**src/hdl/rv32x_pkg.sv**
```systemverilog
// Package for the RV32 subset executor: payload structs, opcodes, command types.
// Used by the controller, the datapath, the top level, the checker and the testbench.
package rv32x_pkg;

  localparam int DataWords = 1024;
  localparam int DataAw = $clog2(DataWords);

  localparam logic [6:0] OpReg    = 7'h33;
  localparam logic [6:0] OpImm    = 7'h13;
  localparam logic [6:0] OpLoad   = 7'h03;
  localparam logic [6:0] OpStore  = 7'h23;
  localparam logic [6:0] OpBranch = 7'h63;
  localparam logic [6:0] OpJal    = 7'h6F;
  localparam logic [6:0] OpJalr   = 7'h67;
  localparam logic [6:0] OpAuipc  = 7'h17;
  localparam logic [6:0] OpLui    = 7'h37;

  localparam logic [6:0] F7Base = 7'h00;
  localparam logic [6:0] F7Alt  = 7'h20;
  localparam logic [6:0] F7Mul  = 7'h01;

  localparam logic [2:0] F3Add  = 3'd0;
  localparam logic [2:0] F3Sll  = 3'd1;
  localparam logic [2:0] F3Slt  = 3'd2;
  localparam logic [2:0] F3Sltu = 3'd3;
  localparam logic [2:0] F3Xor  = 3'd4;
  localparam logic [2:0] F3Srl  = 3'd5;
  localparam logic [2:0] F3Or   = 3'd6;
  localparam logic [2:0] F3And  = 3'd7;

  localparam logic [2:0] F3Beq  = 3'd0;
  localparam logic [2:0] F3Bne  = 3'd1;
  localparam logic [2:0] F3Blt  = 3'd4;
  localparam logic [2:0] F3Bge  = 3'd5;
  localparam logic [2:0] F3Bltu = 3'd6;
  localparam logic [2:0] F3Bgeu = 3'd7;

  localparam logic [2:0] F3Word = 3'd2;
  localparam logic [2:0] F3Mulh = 3'd1;
  localparam logic [2:0] F3Div  = 3'd4;
  localparam logic [2:0] F3Rem  = 3'd6;

  localparam logic [31:0] ResetPc = 32'h0000_1000;
  localparam logic [0:0] RegStartPc = 1'b0;

  typedef struct packed {
    logic        mode;
    logic [31:0] instruction;
    logic [31:0] preload_address;
    logic [31:0] preload_data;
  } in_word_t;

  typedef struct packed {
    logic [31:0] next_pc;
    logic        reg_written;
    logic [4:0]  reg_index;
    logic [31:0] reg_value;
    logic        store_done;
    logic [31:0] store_address;
    logic [31:0] store_value;
    logic        unknown_opcode;
  } out_word_t;

  // Controller to datapath commands
  typedef struct packed {
    logic capture;   // latch input word, read operands
    logic mem_read;  // issue data memory read for lw
    logic div_start; // start divider
    logic mul_lo;    // first multiply step
    logic mul_hi;    // second multiply step
    logic finish;    // commit state and form result
  } dp_cmd_t;

  // Datapath to controller status
  typedef struct packed {
    logic is_div;
    logic is_mul;
    logic is_load;
    logic div_done;
  } dp_status_t;

endpackage

```
**src/hdl/rv32x_ctrl.sv**
```systemverilog
// Controller state machine: sequences capture, memory, multiply, divide, commit.
// Depends on rv32x_pkg; drives the datapath through dp_cmd_t.
module rv32x_ctrl
  import rv32x_pkg::*;
(
  input  logic       clk,
  input  logic       rst,
  input  logic       in_valid,
  output logic       in_ready,
  output logic       out_valid,
  input  logic       out_ready,
  input  dp_status_t status,
  output dp_cmd_t    cmd
);

  localparam logic [2:0] StIdle   = 3'd0;
  localparam logic [2:0] StDecode = 3'd1;
  localparam logic [2:0] StMem    = 3'd2;
  localparam logic [2:0] StMul    = 3'd3;
  localparam logic [2:0] StDiv    = 3'd4;
  localparam logic [2:0] StCommit = 3'd5;
  localparam logic [2:0] StMulB   = 3'd6;

  logic [2:0] state;
  logic [2:0] state_next;

  // Accept a new word when idle and no result is parked
  assign in_ready = (state == StIdle) && !(out_valid && !out_ready);

  always_comb begin
    cmd = '0;
    state_next = state;
    case (state)
      StIdle: begin
        if (in_valid && in_ready) begin
          cmd.capture = 1'b1;
          state_next  = StDecode;
        end
      end
      StDecode: begin
        if (status.is_load) begin
          cmd.mem_read = 1'b1;
          state_next = StMem;
        end else if (status.is_mul) begin
          cmd.mul_lo = 1'b1;
          state_next = StMul;
        end else if (status.is_div) begin
          cmd.div_start = 1'b1;
          state_next = StDiv;
        end else begin
          state_next = StCommit;
        end
      end
      StMem:  state_next = StCommit;
      StMul: begin
        cmd.mul_hi = 1'b1;
        state_next = StMulB;
      end
      StMulB: state_next = StCommit;
      StDiv: begin
        if (status.div_done) state_next = StCommit;
      end
      StCommit: begin
        cmd.finish = 1'b1;
        state_next = StIdle;
      end
      default: state_next = StIdle;
    endcase
  end

  always_ff @(posedge clk) begin
    if (rst) begin
      state     <= StIdle;
      out_valid <= 1'b0;
    end else begin
      state <= state_next;
      if (cmd.finish) out_valid <= 1'b1;
      else if (out_ready) out_valid <= 1'b0;
    end
  end

endmodule

```
**config.mk**
```make
export PLATFORM = sky130hd
export DESIGN_NAME = rv32x_ctrl
export DESIGN_NICKNAME = d
export VERILOG_FILES = /design/src/hdl/rv32x_pkg.sv /design/src/hdl/rv32x_ctrl.sv
export SDC_FILE = /design/constraint.sdc
export NUM_CORES = 1
export LEC_CHECK = 0
export ABC_AREA = 1
export ABC_CLOCK_PERIOD_IN_PS = 1100
export BUFFER_PORTS_ARGS = -buffer_cell sky130_fd_sc_hd__buf_2
export CAP_MARGIN = 20
export CORE_AREA = 2 2 39 41
export CTS_CLUSTER_DIAMETER = 40
export DETAILED_ROUTE_END_ITERATION = 12
export DIE_AREA = 0 0 41 43
export SETUP_SLACK_MARGIN = 0.1
export SLEW_MARGIN = 30
export SYNTH_ARGS = -nofsm -noshare
export SYNTH_HDL_FRONTEND = slang
export SYNTH_SLANG_ARGS = --single-unit
```
**constraint.sdc**
```tcl
create_clock -name clk -period 1.1 [get_ports clk]
set_input_delay 0.055 -clock clk [delete_from_list [all_inputs] [get_ports clk]]
set_output_delay 0.055 -clock clk [all_outputs]
set_load 0.05 [all_outputs]
```
* Yosys cells after proc, flatten, opt, wreduce, memory -nomap -nowiden
Index checks and enable logic that the tools add are counted.
W data, S select, Z words.
** Storage, ports and cells
- Word-level logic and storage cells :: 37
- Memory bits (read-only) :: 0
- Memories :: 0
- Memory bits (writable) :: 0
- Bits in registers :: 4
- Bits of input ports :: 8
- Latch bits :: 0
- Output and inout bits :: 8
** Operators by class
- Div/mod/pow operators :: 0
- Reduce and logical (&&, ||, !) cells :: 9
- Eq/ne operators :: 8
- Add/subtract/negate cells :: 0
- Muxes and demuxes :: 18
- $mul :: 0
- Shift operators :: 0
- Bitwise logic cells :: 0
- Magnitude comparators :: 0
** Operator list (count)
- $mux W3 :: 5
- $pmux W3 S5 :: 1
- $mux W1 :: 11
- $eq A3 B3 Y1 const B :: 3
- $eq A3 B2 Y1 const B :: 2
- $eq A3 B1 Y1 const B :: 1
- $logic_and A1 B1 Y1 :: 3
- $logic_not A3 Y1 :: 1
- $logic_not A1 Y1 :: 2
- $mux W2 :: 1
- $ne A2 B1 Y1 const B :: 1
- $ne A2 B2 Y1 const B :: 1
- $reduce_and A2 Y1 :: 1
- $reduce_bool A2 Y1 :: 1
- $reduce_or A2 Y1 :: 1

* Longest topological paths before layout
- Depth in word-level cells :: 7
- Depth in mapped cells :: 6
- Mapped depth without buffers :: 6

* Least setup slack after synthesis
No wires, ideal clock.
- Kind :: register to output
- Start :: register out_valid
- End :: output port cmd[5] (netlist bit)
- Cell stages (with the launch flop) :: 4
- Path buffers :: 0
- Slack :: -739 ps
- Required time :: 1045 ps
- Arrival :: 1784 ps
- Cell sequence :: dfxtp_1 inv_1 nor2_1 nor3b_1
** RTL lines
- from (decl) :: line rv32x_ctrl.sv:10 : output logic out_valid,
- from (signal assigned) :: line rv32x_ctrl.sv:74 : out_valid <= 1'b0;
- from (signal assigned) :: line rv32x_ctrl.sv:77 : if (cmd.finish) out_valid <= 1'b1;
- from (signal assigned) :: line rv32x_ctrl.sv:78 : else if (out_ready) out_valid <= 1'b0;
- to (decl) :: line rv32x_ctrl.sv:13 : output dp_cmd_t cmd

==> summary.md <==
| Metric | Value |
|---|---|
| Status | finished with violations |
| Failing checks | negative setup slack |
| Post-Route Skew | 4.402 ps |
| Antenna cells | 0 |
| Synth top area share | 32.00% |
| WS Path Type | register to output pin |
| Placed cell count | 75 |
| Yosys Warn Count | 0 |
| Number of synthesized register bits | 4 |
| Avg Inst Size Synth | 6.103 sq um |
| CTS tree | done |
| Final Hold Fails | 0 |
| R2r setup slk | -40 ps |
| Library cells used by synthesis | 12 |
| Largest net degree at the start of global routing | 5 |
| Worst hold path class | input port to register |
| Peak Freq | 0.7945 GHz |
| R2R depth | 7 |
| Critical Path Fanout Max | 3 |
| Synth area leader | dfxtp_1 |
| Wire per inst | 9.477 um |
| Number of core rows | 14 |
| Worst EP required | 1040 ps |
| Final Cell Area | 609.3 sq um |
| Post-Syn Area | 250.2 sq um |
| Worst endpoint data arrival time | 1200 ps |
| Largest cells by area after synthesis | dfxtp_1, inv_1, nand2_1 |
| DR pass1 iterations | 4 |
| Slack of the critical path | -158.7 ps |
| Max VDD drop | 0.6184 mV |
| Setup TNS | -659.5 ps |
| Root Driver | clkbuf_4 |
| Final Cycle Share | 114.4% |
| Placer congestion estimate | 0.7401 |
| Slew HR | 83.56% |
| LEAKAGE | 0.3019 nW |
| Place WS | -10.12 ps |
| Crit start category | register |
| Vias in the first global route | 375 |
| Grt total ovfl | 0 |
| Antenna violations before repair | 0 |
| Fin cells | 86 |
| Slew @ Worst Pin | 248.3 ps |
| Power Dens Cells | 1403 nW/um^2 |
| Share of cells above drive strength 1 | 68.57% |
| Die width | 41 um |
| Clk slew on worst S/H paths | 40 ps |
| Die area | 1763 sq um |
| Most frequent cells in the layout | inv_1, buf_2, buf_6, buf_4, nand2_1 |
| CTS buffer count | 3 |
| H-tree depth | 1 |
| IO buf count | 15 |
| Worst r2r src | state[1]$_SDFFE_PP0P_ |
| DRC | 0 |
| Critical Path Sink | cmd[5] |
| Max Buffers Root-to-Sink | 2 |
| RSZ-0062 raised after global routing | yes |
| CTS Sinks | 4 |
| Die Height | 43 um |
| Via density | 4.070 |
| Iter 0 DRT Violations | 5 |
| Clock Latency Late Sink | 240 ps |
| R2R Path End | state[2]$_SDFFE_PP0P_ |
| GRT Total Usage | 10.76% |
| Slew Limit Fails | 0 |
| Final wirelength | 815 um |
| DR vias | 350 |
| Net count reported at finish | 79 |
| Post-route ant nets | 0 |
| First-pass GRT wire length | 1.297 mm |
| Maxcap violations | 0 |
| Final setup viols | 9 |
| Ports | 16 |
| Post-synthesis sequential area ratio | 32.00% |
| WHS | 28.55 ps |
| Critical Path End Type | output pin |
| Initial Util | 18.08% |
| Syn Nets | 49 |
| Core area | 1384 sq um |
| Area delta synth->final | 143.5% |
| Area of placed instances | 430.4 sq um |
| Crit path time final | 1259 ps |
| Cells after Synth | 41 |
| Crit path launch | state[1]$_SDFFE_PP0P_ |
logic make-up (layout without fill, tap and decap cells):
| kind of cell | after synthesis | in the layout | synth area share, % |
|---|---|---|---|
| AO/OA/AOI/OAI | 5 | 5 | 12.50 |
| buffers and inverters | 10 | 39 | 15.00 |
| flip-flops | 4 | 4 | 32.00 |
| AND/OR/NAND/NOR | 22 | 22 | 40.50 |
synth_stat cells:
library cell and instances:
inv_1 10, a21oi_2 1, nand2_1 8, dfxtp_1 4
nor3_1 3, a21oi_1 3, nor3b_1 1, nor2_4 1
nor2_2 1, nand3_1 1, a211oi_1 1, nor2_1 7
worst max-delay path, cell delays in order, from the launching register on:
cell and delay, ps:
dfxtp_2 330, nor2_4 180, nand2_4 90, nor3b_4 200, buf_6 180
metrics by stage:
stage / power (mW) / util (%)
after global routing: 0.9116 / 44.03
after floorplan: 0.3913 / -
after detailed placement: 0.4734 / 31.10
after CTS: 0.7821 / 40.51
after global placement: 0.4704 / 31.10
final: 0.8552 / 44.03
final cells by class:
class,instances,area [sq um]
fillers,134,774.5
multi-input cells,27,217.7
repair buffers,25,217.7
flip-flops and latches,4,90.09
inverters,10,37.54
clock buffers,4,26.28
well taps,16,20.02
worst min-delay path by stage:
stage	startpoint	to	slack [ps]	cells after the start
2_1_floorplan	rst	out_valid$_SDFFE_PP0P_	110	1
3_3_place_gp	rst	out_valid$_SDFFE_PP0P_	270	2
3_5_place_dp	rst	out_valid$_SDFFE_PP0P_	280	2
4_1_cts	rst	out_valid$_SDFFE_PP0P_	20	2
5_1_grt	rst	out_valid$_SDFFE_PP0P_	30	2
6_report	rst	out_valid$_SDFFE_PP0P_	30	2
routing by layer:
| metal | track usage, % | wire length (um) | up-vias |
|---|---|---|---|
| li1 | - | - | 184 |
| met1 | 10.36 | 302 | 150 |
| met2 | 18.75 | 450 | 14 |
| met3 | 6.283 | 60 | 2 |
| met4 | 2.000 | 2 | 0 |
| met5 | 0 | 0 | - |
what timing repair did:
| item | CTS | global route |
|---|---|---|
| setup endpoints to repair | 7 | 10 |
| resized for setup | 24 | 6 |
| pin swaps | 3 | 4 |
| buffers inserted | 5 | 2 |
| hold buffers | 0 | 0 |
power breakdown:
group	internal [mW]	switching, mW
logic	0.219	0.250
clock network	0.137	0.0665
registers	0.163	0.0200
state kept, by name, summed over array words and instances, names as in the netlist:
| name | cells |
|---|---|
| state | 3 |
| out_valid | 1 |
(Power assumes the default switching activity.)
